`src/design/ppi_pkg.sv`:
```
// ----------------------------------------------------------------------------
// Planar pose integrator package
// Shared widths, constants and the arctangent table of the CORDIC unit.
// ----------------------------------------------------------------------------
package ppi_pkg;

    localparam int PosW  = 32;
    localparam int VelW  = 24;
    localparam int HdgW  = 16;
    localparam int QW    = 16;
    localparam int TimeW = 16;
    localparam int CfgIdxW = 2;

    localparam logic [CfgIdxW-1:0] REG_START_X   = 2'd0;
    localparam logic [CfgIdxW-1:0] REG_START_Y   = 2'd1;
    localparam logic [CfgIdxW-1:0] REG_START_HDG = 2'd2;
    localparam logic [CfgIdxW-1:0] REG_DT_LIMIT  = 2'd3;

    localparam logic OP_INTEGRATE = 1'b0;
    localparam logic OP_RESTART   = 1'b1;

    // CORDIC angle and datapath width (Q16 radians, headroom for +-2pi)
    localparam int CordW   = 20;
    localparam int CordIter = 16;
    localparam int IterW   = 4;

    localparam logic signed [HdgW-1:0]  PI_Q13      = 16'sd25736;
    localparam logic signed [HdgW:0]    TWO_PI_Q13  = 17'sd51472;
    localparam logic signed [CordW-1:0] PI_Q16      = 20'sd205888;
    localparam logic signed [CordW-1:0] HALF_PI_Q16 = 20'sd102944;
    localparam logic signed [CordW-1:0] CORDIC_GAIN = 20'sd39797;
    localparam logic signed [QW-1:0]    ONE_Q14     = 16'sd16384;

    localparam logic signed [PosW-1:0] RST_START_X   = 32'sd0;
    localparam logic signed [PosW-1:0] RST_START_Y   = 32'sd0;
    localparam logic signed [HdgW-1:0] RST_START_HDG = -16'sd6434;
    localparam logic [TimeW-1:0]       RST_DT_LIMIT  = 16'd6554;

    function automatic logic signed [CordW-1:0] atan_q16(input logic [IterW-1:0] i);
        case (i)
            4'd0:  atan_q16 = 20'sd51472;
            4'd1:  atan_q16 = 20'sd30386;
            4'd2:  atan_q16 = 20'sd16055;
            4'd3:  atan_q16 = 20'sd8150;
            4'd4:  atan_q16 = 20'sd4091;
            4'd5:  atan_q16 = 20'sd2047;
            4'd6:  atan_q16 = 20'sd1024;
            4'd7:  atan_q16 = 20'sd512;
            4'd8:  atan_q16 = 20'sd256;
            4'd9:  atan_q16 = 20'sd128;
            4'd10: atan_q16 = 20'sd64;
            4'd11: atan_q16 = 20'sd32;
            4'd12: atan_q16 = 20'sd16;
            4'd13: atan_q16 = 20'sd8;
            4'd14: atan_q16 = 20'sd4;
            default: atan_q16 = 20'sd2;
        endcase
    endfunction

    typedef struct packed {
        logic                   opcode;
        logic signed [VelW-1:0] lin_vel_x;
        logic signed [VelW-1:0] lin_vel_y;
        logic signed [HdgW-1:0] yaw_rate;
        logic [TimeW-1:0]       elapsed;
    } t_in_item;

    typedef struct packed {
        logic signed [PosW-1:0] pos_x;
        logic signed [PosW-1:0] pos_y;
        logic signed [HdgW-1:0] heading;
        logic signed [QW-1:0]   quat_z;
        logic signed [QW-1:0]   quat_w;
        logic                   skipped;
    } t_out_item;

    typedef struct packed {
        logic [CfgIdxW-1:0] index;
        logic [PosW-1:0]    data;
    } t_cfg_item;

endpackage

```
`src/design/ppi_cordic.sv`:
```
// ----------------------------------------------------------------------------
// Planar pose integrator CORDIC
// Iterative rotation CORDIC: one micro-rotation a cycle, Q1.14 sine/cosine.
// ----------------------------------------------------------------------------
module ppi_cordic (
    input  logic                                i_clk,
    input  logic                                i_rst_n,
    input  logic                                i_start,
    input  logic signed [ppi_pkg::CordW-1:0]    i_angle,
    output logic                                o_done,
    output logic signed [ppi_pkg::QW-1:0]       o_sin,
    output logic signed [ppi_pkg::QW-1:0]       o_cos
);
    import ppi_pkg::*;

    logic                    r_busy;
    logic [IterW-1:0]        r_iter;
    logic signed [CordW-1:0] r_x, r_y, r_z;
    logic                    r_neg;
    logic                    r_done;

    logic signed [CordW-1:0] n_z0;
    logic                    n_neg0;
    logic signed [CordW-1:0] w_xs, w_ys;
    logic signed [CordW-1:0] w_xr, w_yr;
    logic signed [QW-1:0]    w_c, w_s;

    // Fold the angle into +-pi/2
    always_comb begin
        n_z0 = i_angle;
        n_neg0 = 1'b0;
        if (i_angle > HALF_PI_Q16) begin
            n_z0 = i_angle - PI_Q16;
            n_neg0 = 1'b1;
        end else if (i_angle < -HALF_PI_Q16) begin
            n_z0 = i_angle + PI_Q16;
            n_neg0 = 1'b1;
        end
    end

    assign w_xs = r_x >>> r_iter;
    assign w_ys = r_y >>> r_iter;

    // Advance one micro-rotation
    always_ff @(posedge i_clk) begin
        if (!i_rst_n) begin
            r_busy <= 1'b0;
            r_done <= 1'b0;
            r_iter <= '0;
        end else begin
            r_done <= 1'b0;
            if (i_start) begin
                r_busy <= 1'b1;
                r_iter <= '0;
                r_x <= CORDIC_GAIN;
                r_y <= '0;
                r_z <= n_z0;
                r_neg <= n_neg0;
            end else if (r_busy) begin
                if (!r_z[CordW-1]) begin
                    r_x <= r_x - w_ys;
                    r_y <= r_y + w_xs;
                    r_z <= r_z - atan_q16(r_iter);
                end else begin
                    r_x <= r_x + w_ys;
                    r_y <= r_y - w_xs;
                    r_z <= r_z + atan_q16(r_iter);
                end
                r_iter <= r_iter + 1'b1;
                if (r_iter == IterW'(CordIter - 1)) begin
                    r_busy <= 1'b0;
                    r_done <= 1'b1;
                end
            end
        end
    end

    // Round to Q1.14, clamp, apply the half-turn sign
    assign w_xr = (r_x + CordW'(2)) >>> 2;
    assign w_yr = (r_y + CordW'(2)) >>> 2;
    always_comb begin
        if (w_xr > CordW'(ONE_Q14))       w_c = ONE_Q14;
        else if (w_xr < -CordW'(ONE_Q14)) w_c = -ONE_Q14;
        else                              w_c = w_xr[QW-1:0];
        if (w_yr > CordW'(ONE_Q14))       w_s = ONE_Q14;
        else if (w_yr < -CordW'(ONE_Q14)) w_s = -ONE_Q14;
        else                              w_s = w_yr[QW-1:0];
    end
    assign o_cos  = r_neg ? -w_c : w_c;
    assign o_sin  = r_neg ? -w_s : w_s;
    assign o_done = r_done;

endmodule
```
`config.mk`:
```
export PLATFORM = sky130hd
export DESIGN_NAME = ppi_cordic
export DESIGN_NICKNAME = d
export VERILOG_FILES = /design/src/design/ppi_pkg.sv /design/src/design/ppi_cordic.sv
export SDC_FILE = /design/constraint.sdc
export NUM_CORES = 1
export LEC_CHECK = 0
export BUFFER_PORTS_ARGS = -buffer_cell sky130_fd_sc_hd__buf_2
export CAP_MARGIN = 20
export CORE_ASPECT_RATIO = 0.8
export CORE_MARGIN = 4
export CORE_UTILIZATION = 58
export DETAILED_ROUTE_END_ITERATION = 6
export PLACE_DENSITY_LB_ADDON = 0.08
export SLEW_MARGIN = 25
export SYNTH_ARGS = -nofsm -noshare
export SYNTH_HDL_FRONTEND = slang
export SYNTH_SLANG_ARGS = --single-unit
```
`constraint.sdc`:
```
create_clock -name i_clk -period 4.8 [get_ports i_clk]
set_input_delay 0.96 -clock i_clk [delete_from_list [all_inputs] [get_ports i_clk]]
set_output_delay 0.96 -clock i_clk [all_outputs]
set_load 0.01 [all_outputs]
```
==> reports/qor.yml <==
status: "finished, final reports clean"
io_buffer_count: 55
dr_wl_met2_um: 16420
dr.first_iter.drc_count: 1467
slew_viol_final: 0
p_leak_nw: 6.049
comb_power_share: 0.716
yosysUniqueCellTypes: 85
cts_buffer_depth: 2
grt_util_all_layers: 0.3190
worstReg2RegStart: "r_iter[0]"
worst_ep_arrival_time_ns: 4.89
grt_overflow: 0
cts_made_buffers: 9
min_from: "r_busy"
peakVddDrop_v: 0.0003370
cts_tree: "done"
grt_max_degree: 61
dpl.hpwl_um: 28690
start_util: 0.5936
fin_crit_ns: 4.775
drc: 0
antenna_cells: 0
design.core.area_um2: 19910
synth_top_area_share: 0.1550
vias: 12207
critPathLaunchType: "flop"
synth_ff_type: "edfxtp_1"
clockRootBuffer: "clkbuf_16"
tightest_slew_ns: 1.101
gp_congestion: 0.9686
grt_pass1_vias: 10935
first_pass_iters: 6
async_reset_ff_frac: 0
synth_top_cell_by_area: "edfxtp_1"
ant_nets: 0
yosys_warnings: 0
die_y_um: 135.7
intPower_mw: 3.522
synth_most_common_cell: "nor2_1"
dieWidth_um: 167.6
required_ns: 4.91
critical_path.max_fanout: 11
fin_skew_ns: 0.01665
highest_layer: "met4"
ys_ff_latch: 83
p_clk_frac: 0.112
insertion_delay_ns: 0.37
final-instance-count-excl-fill: 1915
cellPowerDensity_nw_per_um2: 443.6
synthCells: 1448
setup_ws_ns: 0.02503
ys_seq_area_frac: 0.1922
critPathLaunch: "r_iter[0]"
crit_type: "reg2reg"
clk_pin_slew_ns: 0.08
maxCapViolations: 0
dp.cells: 1844
synth_area_leaders: "edfxtp_1 15%, ha_1 8.1%, mux4_2 7.0%"
grt_pass1_wl_um: 58860
cts_sinks: 83
vias_per_cell: 6.374
rows: 46
wl_per_cell_um: 20.09
dieArea_um2: 22740
seqPwrFrac: 0.172
finalPower_mw: 6.559
ctsHtreeMaxLevel: 3
drt-met1-wl_um: 17970
fmax_ghz: 0.2094
synth_nets: 1551
relSlewSlack: 0.2592
synth_top_cells_by_count: "134 x nor2_1, 119 x nand2_1, 103 x a21oi_1"
switching_share: 0.4630
period_share: 0.9948
syn_avg_cell_area_um2: 8.164
mappedNetlistArea_um2: 11820
area_growth_pct: 25.09
grt_setup_unrepaired: "yes"
cts_hold_buf: 0
wl_um: 38470
antenna_found_initial: 0
fin_tns_setup_ns: 0
final-setup-viol-count: 0
dr_wl_met3_um: 3634
nets: 1749
synth_edf_count: 61
ioPinCount: 56
endpoint_kind: "flop"
p_switching_mw: 3.037
place_ws_ns: -0.07839
layout-drive-gt1-share: 0.2950
final-hold-violation-count: 0
hold_class: "reg2reg"
## power by group through the flow
| stage | registers (mW) | logic (mW) | clock network [mW] |
|---|---|---|---|
| 2_1_floorplan | 1.07 | 2.83 | 0 |
| 3_3_place_gp | 1.17 | 3.99 | 0 |
| 3_5_place_dp | 1.18 | 4.06 | 0 |
| 4_1_cts | 1.13 | 4.24 | 0.743 |
| 5_1_grt | 1.13 | 5.09 | 0.774 |
| 6_report | 1.13 | 4.69 | 0.735 |
## what timing repair did
item | in CTS | in global routing
pin swaps | 11 | 47
endpoints found under the setup margin | 19 | 23
cloned | 1 | 1
buffers inserted | 18 | 35
resized for setup | 30 | 106
hold endpoints to repair | 0 | 0
## per-stage QoR
| step | utilization | hold WS [ns] | instance area, µm² |
|---|---|---|---|
| finish | 0.7426 | 0.5600 | 14790 |
| global route | 0.7426 | 0.5892 | 14790 |
| CTS | 0.7021 | 0.5668 | 13980 |
| detailed placement | 0.6721 | 0.5522 | 13380 |
| global placement | 0.6721 | 0.5498 | 13380 |
| floorplan | - | 0.5175 | 11840 |
## worst max-delay path, stage by stage (launching register included)
cell and delay (ns):
dfxtp_4 0.41, buf_4 0.14, buf_12 0.13, mux2_2 0.35, mux4_2 0.55, o32ai_4 0.30
and2_4 0.23, buf_4 0.13, a31oi_4 0.08, xor2_1 0.19, ha_1 0.37, a2111oi_4 0.42
nand2_1 0.12, a21oi_2 0.19, nor3_2 0.07, a2111oi_2 0.32, buf_4 0.18, o21ai_0 0.08
mux2_2 0.27
## kinds of logic (layout without fill, tap and decap cells)
family | Yosys count | count (layout) | synth area share
compound gates | 381 | 381 | 0.2101
xor+xnor | 160 | 160 | 0.1197
fa+ha+maj | 80 | 80 | 0.08658
buf+inv | 145 | 348 | 0.05176
flops | 83 | 83 | 0.1922
mux | 106 | 106 | 0.1323
simple gates | 493 | 493 | 0.2073
## cell type report
cell class,instances,area (µm²)
clock buffers,9,225.2
well taps,264,330.3
repair buffers,284,2121
multi-input cells,1220,9572
clock inverters,7,81.33
flip-flops and latches,83,2278
inverters,48,180.2
fillers,1561,5126
## final timing paths
path              to  slack, ns  depth (start not counted)
max          r_x[18]       0.03                         18
min           o_done       0.56                          2
max reg2reg  r_x[18]       0.03                         18
min reg2reg   o_done       0.56                          2
## routing by layer
metal	GRT usage	vias to the layer above
met3	0.07672	40
met2	0.4586	546
met4	0.05858	0
met1	0.4892	5841
li1	-	5780
met5	0	-
## layout by cell type, fill, tap and decap left out, types with 15 or more instances in the layout
master	count
buf_2	55
nand3_1	26
nand2_1	113
nor3_1	38
xor2_1	67
mux2_2	28
a31oi_1	19
nor2_1	127
o21a_1	18
a21oi_1	98
nand2b_1	30
inv_1	46
mux2i_1	35
mux4_2	37
ha_1	71
a21o_1	19
xnor2_1	88
nor2b_1	15
buf_4	216
dfxtp_1	19
edfxtp_1	61
o21ai_0	71
(Power assumes the default switching activity.)
